<file path="src/rtl/core/pdof_pkg.sv">
package pdof_pkg;

  localparam int ID_W      = 5;
  localparam int APP_W     = 16;
  localparam int DATA_W    = 32;
  localparam int OP_W      = 2;
  localparam int REG_IDX_W = 2;
  localparam int NUM_REGS  = 4;

  localparam logic [ID_W-1:0] MAX_SENSOR_ID = 5'd27;
  localparam logic [ID_W-1:0] ID_DISABLED   = 5'd31;

  localparam logic [OP_W-1:0] OP_PUSH = 2'd0;
  localparam logic [OP_W-1:0] OP_POP  = 2'd1;
  localparam logic [OP_W-1:0] OP_MARK = 2'd2;

  typedef struct packed {
    logic [APP_W-1:0]  app_id;
    logic [DATA_W-1:0] data;
  } entry_t;

  typedef struct packed {
    logic            slot_found;
    logic            frame_valid;
    logic [ID_W-1:0] phys_id;
    logic            startup_needed;
  } info_t;

endpackage

</file>
<file path="src/rtl/core/per_id_drop_oldest_frame_fifo_unit.sv">
// Per-sensor frame queues with drop-oldest overflow. NUM_SLOTS ring queues of
// QUEUE_DEPTH frames share one frame RAM; each slot is bound to a sensor ID
// through cfg registers 0..3 (ID above 27 disables the slot, lowest slot wins
// on duplicates). Push appends and overwrites the oldest frame when full, pop
// returns the oldest frame, mark records the startup frame as sent. Each word
// taken in yields one result word, after the registered RAM read and the
// output register. A new word is taken every cycle as long as the output side
// does not stall.
module per_id_drop_oldest_frame_fifo_unit #(
  parameter int NUM_SLOTS   = 4,
  parameter int QUEUE_DEPTH = 8
) (
  input  logic                               clk,
  input  logic                               rst,
  input  logic                               cfg_write,
  input  logic [pdof_pkg::REG_IDX_W-1:0]     cfg_index,
  input  logic [pdof_pkg::ID_W-1:0]          cfg_data,
  input  logic                               in_valid,
  output logic                               in_stall,
  input  logic [pdof_pkg::OP_W-1:0]          op,
  input  logic [pdof_pkg::ID_W-1:0]          phys_id,
  input  logic [pdof_pkg::APP_W-1:0]         app_id,
  input  logic [pdof_pkg::DATA_W-1:0]        frame_data,
  output logic                               out_valid,
  input  logic                               out_stall,
  output logic                               slot_found,
  output logic                               frame_valid,
  output logic [pdof_pkg::ID_W-1:0]          out_phys_id,
  output logic [pdof_pkg::APP_W-1:0]         out_app_id,
  output logic [pdof_pkg::DATA_W-1:0]        out_data,
  output logic                               startup_needed
);
  import pdof_pkg::*;

  localparam int SLOT_W    = (NUM_SLOTS > 1) ? $clog2(NUM_SLOTS) : 1;
  localparam int PTR_W     = $clog2(QUEUE_DEPTH);
  localparam int CNT_W     = $clog2(QUEUE_DEPTH + 1);
  localparam int RAM_DEPTH = NUM_SLOTS * QUEUE_DEPTH;
  localparam int ADDR_W    = (RAM_DEPTH > 1) ? $clog2(RAM_DEPTH) : 1;

  logic [ID_W-1:0]  slot_id [NUM_SLOTS];
  logic [PTR_W-1:0] wptr    [NUM_SLOTS];
  logic [PTR_W-1:0] rptr    [NUM_SLOTS];
  logic [CNT_W-1:0] fill    [NUM_SLOTS];
  logic [NUM_SLOTS-1:0] sent;

  logic              accept;
  logic              hit;
  logic [SLOT_W-1:0] sel;
  logic              full;
  logic              empty;
  logic              do_push;
  logic              do_pop;
  logic              do_mark;
  logic [PTR_W-1:0]  wptr_inc;
  logic [PTR_W-1:0]  rptr_inc;
  logic [ADDR_W-1:0] base;

  logic   pend_valid;
  info_t  pend;
  info_t  info_next;
  logic   move;
  entry_t rd_data;
  entry_t wr_data;

  assign move     = pend_valid && (!out_valid || !out_stall);
  assign in_stall = pend_valid && !move;
  assign accept   = in_valid && !in_stall;

  always_comb begin
    hit = 1'b0;
    sel = '0;
    for (int s = NUM_SLOTS - 1; s >= 0; s--) begin
      if (slot_id[s] <= MAX_SENSOR_ID && slot_id[s] == phys_id) begin
        hit = 1'b1;
        sel = SLOT_W'(s);
      end
    end
  end

  assign full     = fill[sel] == CNT_W'(QUEUE_DEPTH);
  assign empty    = fill[sel] == '0;
  assign do_push  = accept && hit && op == OP_PUSH;
  assign do_pop   = accept && hit && op == OP_POP && !empty;
  assign do_mark  = accept && hit && op == OP_MARK;
  assign wptr_inc = (wptr[sel] == PTR_W'(QUEUE_DEPTH - 1)) ? '0 : wptr[sel] + 1'b1;
  assign rptr_inc = (rptr[sel] == PTR_W'(QUEUE_DEPTH - 1)) ? '0 : rptr[sel] + 1'b1;
  assign base     = ADDR_W'(sel) * ADDR_W'(QUEUE_DEPTH);
  assign wr_data  = '{app_id: app_id, data: frame_data};

  always_comb begin
    info_next.slot_found     = hit;
    info_next.frame_valid    = hit && op == OP_POP && !empty;
    info_next.phys_id        = phys_id;
    info_next.startup_needed = hit && !sent[sel] && op != OP_MARK;
  end

  always_ff @(posedge clk) begin
    if (rst) begin
      for (int s = 0; s < NUM_SLOTS; s++) begin
        slot_id[s] <= ID_DISABLED;
        wptr[s]    <= '0;
        rptr[s]    <= '0;
        fill[s]    <= '0;
      end
      sent <= '0;
    end else begin
      if (cfg_write) begin
        for (int s = 0; s < NUM_SLOTS && s < NUM_REGS; s++) begin
          if (int'(cfg_index) == s) begin
            slot_id[s] <= cfg_data;
          end
        end
      end
      if (do_push) begin
        wptr[sel] <= wptr_inc;
        if (full) begin
          rptr[sel] <= rptr_inc;
        end else begin
          fill[sel] <= fill[sel] + 1'b1;
        end
      end
      if (do_pop) begin
        rptr[sel] <= rptr_inc;
        fill[sel] <= fill[sel] - 1'b1;
      end
      if (do_mark) begin
        sent[sel] <= 1'b1;
      end
    end
  end

  pdof_frame_ram #(
    .DEPTH  (RAM_DEPTH),
    .ADDR_W (ADDR_W)
  ) u_ram (
    .clk     (clk),
    .wr_en   (do_push),
    .wr_addr (base + ADDR_W'(wptr[sel])),
    .wr_data (wr_data),
    .rd_en   (do_pop),
    .rd_addr (base + ADDR_W'(rptr[sel])),
    .rd_data (rd_data)
  );

  always_ff @(posedge clk) begin
    if (rst) begin
      pend_valid <= 1'b0;
      out_valid  <= 1'b0;
    end else begin
      if (accept) begin
        pend_valid <= 1'b1;
      end else if (move) begin
        pend_valid <= 1'b0;
      end
      if (move) begin
        out_valid <= 1'b1;
      end else if (!out_stall) begin
        out_valid <= 1'b0;
      end
    end
  end

  always_ff @(posedge clk) begin
    if (accept) begin
      pend <= info_next;
    end
    if (move) begin
      slot_found     <= pend.slot_found;
      frame_valid    <= pend.frame_valid;
      out_phys_id    <= pend.phys_id;
      startup_needed <= pend.startup_needed;
      out_app_id     <= pend.frame_valid ? rd_data.app_id : '0;
      out_data       <= pend.frame_valid ? rd_data.data : '0;
    end
  end

  a_valid_needs_slot: assert property (@(posedge clk) disable iff (rst)
    out_valid && frame_valid |-> slot_found)
    else $error("frame returned without a matching slot");

  a_empty_zero: assert property (@(posedge clk) disable iff (rst)
    out_valid && !frame_valid |-> out_app_id == '0 && out_data == '0)
    else $error("nonzero payload on result without frame");

  a_need_needs_slot: assert property (@(posedge clk) disable iff (rst)
    out_valid && !slot_found |-> !startup_needed)
    else $error("startup flag reported without a slot");

  a_pop_reads_nonempty: assert property (@(posedge clk) disable iff (rst)
    do_pop |-> fill[sel] != '0)
    else $error("pop issued on empty queue");

  a_fill_bound: assert property (@(posedge clk) disable iff (rst)
    accept && hit |-> fill[sel] <= CNT_W'(QUEUE_DEPTH))
    else $error("fill count above queue depth");

endmodule

</file>
<file path="src/rtl/core/pdof_frame_ram.sv">
module pdof_frame_ram #(
  parameter int DEPTH  = 32,
  parameter int ADDR_W = 5
) (
  input  logic                clk,
  input  logic                wr_en,
  input  logic [ADDR_W-1:0]   wr_addr,
  input  pdof_pkg::entry_t    wr_data,
  input  logic                rd_en,
  input  logic [ADDR_W-1:0]   rd_addr,
  output pdof_pkg::entry_t    rd_data
);
  import pdof_pkg::*;

  entry_t mem [DEPTH];

  always_ff @(posedge clk) begin
    if (wr_en) begin
      mem[wr_addr] <= wr_data;
    end
  end

  always_ff @(posedge clk) begin
    if (rd_en) begin
      rd_data <= mem[rd_addr];
    end
  end

endmodule

</file>
<file path="config.mk">
export PLATFORM = sky130hd
export DESIGN_NAME = per_id_drop_oldest_frame_fifo_unit
export DESIGN_NICKNAME = d
export VERILOG_FILES = /design/src/rtl/core/pdof_pkg.sv /design/src/rtl/core/per_id_drop_oldest_frame_fifo_unit.sv /design/src/rtl/core/pdof_frame_ram.sv
export SDC_FILE = /design/constraint.sdc
export NUM_CORES = 2
export LEC_CHECK = 0
export ABC_CLOCK_PERIOD_IN_PS = 6480
export BUFFER_PORTS_ARGS = -buffer_cell sky130_fd_sc_hd__buf_2
export CORE_AREA = 2 2 352 354
export CTS_BUF_LIST = sky130_fd_sc_hd__clkbuf_2 sky130_fd_sc_hd__clkbuf_4 sky130_fd_sc_hd__clkbuf_8
export DETAILED_ROUTE_END_ITERATION = 7
export DIE_AREA = 0 0 354 356
export GPL_TIMING_DRIVEN = 0
export PLACE_DENSITY_LB_ADDON = 0.2
export REMOVE_ABC_BUFFERS = 1
export SYNTH_ARGS = -nofsm -noshare
export SYNTH_HDL_FRONTEND = slang
export SYNTH_HIERARCHICAL = 1
export SYNTH_SLANG_ARGS = --single-unit
</file>
<file path="constraint.sdc">
create_clock -name clk -period 6.48 [get_ports clk]
set_input_delay 1.296 -clock clk [delete_from_list [all_inputs] [get_ports clk]]
set_output_delay 1.296 -clock clk [all_outputs]
set_load 0.01 [all_outputs]
</file>
# Yosys cells after proc, flatten, opt, wreduce, memory -nomap -nowiden
# Memory sizes are Yosys's and may differ from the RTL's. A register that Yosys moved wholly into a read port is not among the register bits.
# Index checks and enable logic that the tools add are counted.
dict set report word_totals {
  register_bits 70
  ramBits 1596
  out_inout_bits 58
  n_memories 5
}
# name words word_bits read_ports rd_ports_with_merged_regs write_ports line_no
set mem_list {}
lappend mem_list {u_ram.mem 32 48 1 1 1 pdof_frame_ram.sv:15} ;# entry_t mem [DEPTH];
lappend mem_list {slot_id 4 5 4 0 4 per_id_drop_oldest_frame_fifo_unit.sv:41} ;# logic [ID_W-1:0] slot_id [NUM_SLOTS];
lappend mem_list {fill 4 4 1 0 4 per_id_drop_oldest_frame_fifo_unit.sv:44} ;# logic [CNT_W-1:0] fill [NUM_SLOTS];
lappend mem_list {rptr 4 3 1 0 4 per_id_drop_oldest_frame_fifo_unit.sv:43} ;# logic [PTR_W-1:0] rptr [NUM_SLOTS];
lappend mem_list {wptr 4 3 1 0 4 per_id_drop_oldest_frame_fifo_unit.sv:42} ;# logic [PTR_W-1:0] wptr [NUM_SLOTS];
dict set report classes {
  n_addsub 6
  order_cmp 6
  eq_ne 14
  muxes 66
  n_bitwise 7
  n_reduce_logical 31
}
# cell n
set op_table {}
lappend op_table {{$mux W1} 46}
lappend op_table {{$eq A5 B5 Y1} 4}
lappend op_table {{$le A5 B5 Y1 const B} 4}
lappend op_table {{$mux W5} 4}
lappend op_table {{$logic_and A1 B1 Y1} 17}
lappend op_table {{$mux W3} 5}
lappend op_table {{$mux W2} 7}
lappend op_table {{$add A5 B3 Y5} 2}
lappend op_table {{$mux W4} 2}
lappend op_table {{$add A3 B1 Y3 const B} 2}
lappend op_table {{$eq A2 B2 Y1 const B} 3}
lappend op_table {{$eq A3 B3 Y1 const B} 2}
lappend op_table {{$logic_not A1 Y1} 6}
lappend op_table {{$or A1 B1 Y1} 6}
lappend op_table {{$reduce_or A3 Y1} 2}
lappend op_table {{$add A4 B1 Y4 const B} 1}
lappend op_table {{$eq A2 B1 Y1 const B} 2}
lappend op_table {{$eq A4 B4 Y1 const B} 1}
lappend op_table {{$logic_not A2 Y1} 2}
lappend op_table {{$logic_not A4 Y1} 1}
lappend op_table {{$or A4 B4 Y4} 1}
lappend op_table {{$reduce_or A4 Y1} 1}
lappend op_table {{$sub A4 B1 Y4 const B} 1}
lappend op_table {{$lt A2 B3 Y1 const B} 1}
lappend op_table {{7 further kinds} 7}

# Longest topological paths before layout
# An unclocked memory read counts as a cell.
dict set report depth {
  ltp_word 17
  mapped_depth 16
  depth_no_buf 13
}

# Cells and area by module
# The synthesis kept the hierarchy.
# mod n_inst cells_each area_each_um2 seq_area_each_um2
set modules_own_cells {}
lappend modules_own_cells {pdof_frame_ram 1 3364 61216.2 47565.6}
lappend modules_own_cells {per_id_drop_oldest_frame_fifo_unit 1 446 5760.5 3843.7}

# Least setup slack after synthesis
# OpenSTA, ideal clock, no wires.
dict set report synth_path {
  kind {input to register}
  start {input port phys_id[3] (netlist bit)}
  end {memory u_ram/mem[28][0] (netlist bit), enable pin}
  setup_ns 0.454
  t_arrival_ns 5.902
  setup_slack_ns 0.124
  stages 9
  path_cell_list {buf_6 -> xor2_1 -> or3_4 -> a2111oi_4 -> nor4_2 -> nor4_1 -> or3b_2 -> clkbuf_1 -> nor2_1}
}
dict set report synth_between {
  elab_chain_len 10
  elab_cells_between_ends 22
  classes_between {add/sub (1); eq/ne (4); mux (10); reduce/logical (6); memory (1)}
}
# element line_no
set synth_lines {}
lappend synth_lines {{start: declaration} per_id_drop_oldest_frame_fifo_unit.sv:21} ;# input logic [pdof_pkg::ID_W-1:0] phys_id,
lappend synth_lines {{$eq A5 B5 Y1} per_id_drop_oldest_frame_fifo_unit.sv:74} ;# if (slot_id[s] <= MAX_SENSOR_ID && slot_id[s] == phys_id) begin
lappend synth_lines {{$logic_and A1 B1 Y1} per_id_drop_oldest_frame_fifo_unit.sv:74}
lappend synth_lines {{$mux W1 (3 in a row)} per_id_drop_oldest_frame_fifo_unit.sv:74}
lappend synth_lines {{$mux W1 (*)} per_id_drop_oldest_frame_fifo_unit.sv:74}
lappend synth_lines {{$logic_and A1 B1 Y1 (*) (2 in a row)} per_id_drop_oldest_frame_fifo_unit.sv:83} ;# assign do_push = accept && hit && op == OP_PUSH;
lappend synth_lines {{via do_push} per_id_drop_oldest_frame_fifo_unit.sv:52} ;# logic do_push;
lappend synth_lines {{$mux W1 (*)} pdof_frame_ram.sv:18} ;# if (wr_en) begin
lappend synth_lines {{$mux W1 (not written as such) (*)} pdof_frame_ram.sv:19} ;# mem[wr_addr] <= wr_data;
lappend synth_lines {{end: declaration} pdof_frame_ram.sv:15}
# The timed path passes the listed nets; every way through them passes the cells marked *.

# Worst setup path in the final report
dict set report layout_path {
  start {input port phys_id[3] (netlist bit)}
  end {memory u_ram/mem[30][15] (netlist bit), enable pin}
}
# Same word-level chain as after synthesis.

==> run_results.csv <==
group,metric,value,unit
status,outcome,"complete, no violations",
drt,detailedRoute.firstPassIterationCount,6,
floorplanning,initial_core_util,54.6,%
sta,transition_at_the_pin_with_the_smallest_max_transition_slack,1.38,ns
clock_tree,post_cts_resized,0,
worst_setup_path,critPathMaxFanout,15,
sta,finalMaxSlewViolations,0,
synthesis,ys_types,59,
global_route,antenna_violations_before_repair,9,
sta,final_hold_violation_count,0,
clock_tree,clock_tree.htree_level_count,5,
synthesis,synth.top_cell.area_share,76.6,%
synthesis,syn_area_per_cell,17.6,um2
floorplanning,floorplan.io_pins,125,
synthesis,synth.cell_area,67000,um2
final_layout,final_util,62.7,%
worst_setup_path,arrival_time_of_the_worst_setup_path,6.58,ns
clock_tree,clock_tree.root_cell,"clkbuf_8",
global_route,use_met1,34.9,%
sta,unrepaired_setup_endpoints_after_global_routing,"false",
clock_tree,clock_path_buffers,4,
pwr,vdd_ir_drop_max,0.218,mV
clock_tree,cts.sink_count,1714,
global_route,largest_net_degree_at_the_start_of_global_routing,56,
clock_tree,cts_buffers,290,
placement,placement.cell_area,71700,um2
placement,dpl.cell_count,5495,
sta,min_period,5.95,ns
synthesis,synth-warning-count,6,
placement,place.detailed.hpwl,93.2,mm
sta,timing.max_slew.rel_slack,6.86,%
floorplanning,placement_rows,129,
floorplanning,die-area,126000,um2
sta,fin_setup_tns,0,ns
drt,postRouteWirelength,158,mm
floorplanning,die_y,356,um
synthesis,syn_inst,3810,
worst_setup_path,worst_r2r_endpoint,"u_ram/mem[30][15]",
floorplanning,core,123000,um2
worst_setup_path,crit-reg2reg-launch,"slot_id[0][4]",
clock_tree,post-cts-setup-buffers,0,
worst_setup_path,timing.critical_path.required,7.11,ns
drt,routedWlPerCell,26.5,um
placement,port_buffers,124,
drt,antenna_nets_post_route,0,
synthesis,cells_taking_the_most_area_after_synthesis,"edfxtp_1 77%, mux2i_1 11%, a22oi_1 1.6%",
final_layout,area_growth,14.9,%
worst_setup_path,critical-path-max-stage-delay,1.11,ns
sta,max_freq,0.168,GHz
final_layout,fin_cells,5978,
sta,post_route_clock_skew,0.0552,ns
global_route,met3_demand_to_capacity_share_in_global_routing,4.48,%
job,drv_cap,0,
final_layout,share_of_final_layout_standard_cells_stronger_than_drive_strength_1,17.1,%
synthesis,most_used_flip_flop_cell_after_synthesis,"edfxtp_1",
worst_setup_path,timing.critical_path.cells,"buf_2 -> xor2_1 -> or3_4 -> a2111oi_4 -> nor4_2 -> nor4_1 -> nand3b_1 -> nor2_4 -> buf_12 -> buf_12 -> buf_16",
placement,routability_congestion_estimate,0.758,
global_route,global_route_wire_length_before_repair,229,mm
clock_tree,cts_tree,"built",
floorplanning,floorplan.die.width,354,um
sta,setup-violations-final,0,
worst_setup_path,critical_path.most_common_cell,"buf_12",
final_layout,final_net_count,4224,
clock_tree,clock_latency,0.97,ns
worst_setup_path,timing.critical_path.to_type,"register",
global_route,busiest_layer,"met2",
synthesis,synth-edff-count,1708,
worst_setup_path,timing.critical_path.slowest_stage_cell,"nor4_1",
worst_setup_path,setup.worst_path.end,"u_ram/mem[30][15]",
synthesis,synth-async-reset-ratio,0,%
worst_setup_path,reg2reg_setup_slack,0.68,ns
sta,min_period_over_period,91.8,%
worst_setup_path,critical_path_class,"in2reg",
synthesis,register_bit_total_from_synthesis,1714,
drt,drt_drc,0,
pwr,static-leakage-power,25.8,nW
worst_setup_path,worstSetupStartpointType,"input pin",
synthesis,yosysSeqAreaShare,76.8,%
drt,vias,35579,
pwr,power_density,295,nW/um2
global_route,grt_remaining_overflow,0,
final_layout,post-route-cell-area,76900,um2
synthesis,cell_type_with_the_largest_total_area_after_synthesis,"edfxtp_1",
global_route,grt_use_total,25.0,%
drt,post_drt_via_cell_ratio,5.95,
pwr,p_total,22.7,mW
worst_setup_path,critPathTopFamily,"simple AND/OR/NAND/NOR gates",
clock_tree,number_of_hold_repair_buffers_added_at_the_cts_stage,0,
drt,drt_iter0_drc,3248,
worst_setup_path,worst-r2r-cell-count,10,
worst_setup_path,crit_start,"phys_id[3]",
worst_setup_path,path_buf_inv,4,
worst_setup_path,worstSetupPathDepth,11,
clock_tree,clk_transition_reported_paths,0.06,ns
global_route,globalRouteMet2Util,40.3,%
hold_path,hold_class,"reg2reg",
global_route,grt_pass1_vias,34974,
==> how the worst min path moves through the flow <==
stage | slack, ns | start | cells after the start | endpoint
6_report | 0.42 | pend[3] | 0 | out_phys_id[2]
5_1_grt | 0.43 | pend[2] | 0 | out_phys_id[1]
4_1_cts | 0.41 | pend[5] | 0 | out_phys_id[4]
3_5_place_dp | 0.41 | pend[2] | 0 | out_phys_id[1]
3_3_place_gp | 0.40 | pend[5] | 0 | out_phys_id[4]
2_1_floorplan | 0.40 | pend[1] | 0 | out_phys_id[0]
==> synth_stat cells (2+ instances only) <==
master and count:
edfxtp_1 1708, mux2i_1 768, nand2_1 189, a21oi_1 162, nand3_1 153, a22oi_1 144, a22o_1 96, clkbuf_1 69
nor2_1 68, nor3_1 61, buf_2 52, and2_1 49, a31oi_1 48, buf_4 41, buf_6 31, nand2b_1 20
inv_1 15, xnor2_1 12, o21ai_0 11, buf_8 10, or2_2 8, buf_1 7, nor4_1 7, a222oi_1 6
dfxtp_1 6, ha_1 6, nand3b_1 5, xor2_1 5, a21boi_0 4, o211ai_1 4, or3_1 4, or3b_2 4
nand4_1 3, o31ai_1 3, a21o_1 2, and3_1 2, nor3b_1 2, nor4_2 2, nor4b_1 2, o21ai_1 2
==> sequential cells by signal, indices dropped and copies added (netlist names) <==
register	count
u_ram/rd_data	48
pend	8
out_phys_id	5
frame_valid	1
startup_needed	1
out_data	32
slot_id	20
rptr	12
fill	16
slot_found	1
out_valid	1
pend_valid	1
sent	4
wptr	12
u_ram/mem	1536
out_app_id	16
==> per-stage QoR <==
step | setup slack, ns | hold slack [ns]
after global placement | -35.37 | 0.404
after CTS | 0.694 | 0.413
final | 0.532 | 0.418
after floorplan | -24.52 | 0.400
after detailed placement | -0.307 | 0.408
after global routing | 0.299 | 0.426
==> worst register-to-register path: cells and delay by family, from the launching register on <==
family / cells / cell delay, ns
AND/OR/NAND/NOR: 5 / 4.10
flip-flops: 1 / 0.39
AO/OA/AOI/OAI: 2 / 0.29
buffers and inverters: 3 / 0.70
==> power breakdown <==
group	leakage [nW]	switching [mW]	internal [mW]
sequential	15.5	0.0167	12.3
clock	2.78	4.04	4.84
combinational	7.48	0.950	0.573
==> cell families (layout without fill, tap and decap cells) <==
kind of cell	Yosys count	count (layout)	synth area share (%)
muxes	769	769	11.5
AOI/OAI and AO/OA	490	490	5.02
adders and majority gates	7	7	0.142
DFF	1714	1714	76.8
and+or+nand+nor	587	587	4.22
xor gates and xnor gates	18	18	0.247
other	0	2	0
buffers and inverters	225	754	2.10
==> area by class of cell <==
class | count | area, um2
timing repair buffer | 258 | 3710
clock inverter | 90 | 439
clock buffer | 391 | 4800
inverter | 15 | 56.3
antenna | 2 | 5.00
tap | 1637 | 2050
fill | 8625 | 45700
multi-input combinational | 1871 | 14500
sequential | 1714 | 51400
==> cell usage in the layout, fill, tap and decap left out, drive strengths merged, types with 3 or more instances in the layout <==
cell / instances
nor2: 68
nand2b: 20
xnor2: 13
ha: 6
or3: 5
clkinvlp: 4
xor2: 5
or2: 8
nand3: 153
dfxtp: 6
nor4: 9
a22oi: 145
a31oi: 48
a22o: 96
nand2: 189
o31ai: 3
clkbuf: 391
nor3: 61
edfxtp: 1708
buf: 258
a222oi: 6
mux2i: 769
nand4: 4
clkinv: 83
or3b: 4
a21boi: 4
o211ai: 4
o21ai: 13
a21oi: 162
and2: 49
inv: 16
nand3b: 5
==> layer usage <==
layer / wire length, um / part of all wire [%] / up-vias
met5: 23 / 0.015 / -
met4: 4000 / 2.5 / 4
met3: 11000 / 7.0 / 302
met2: 76400 / 48 / 1409
met1: 66800 / 42 / 18088
li1: - / - / 15776
Power figures use the tool's default switching activity.
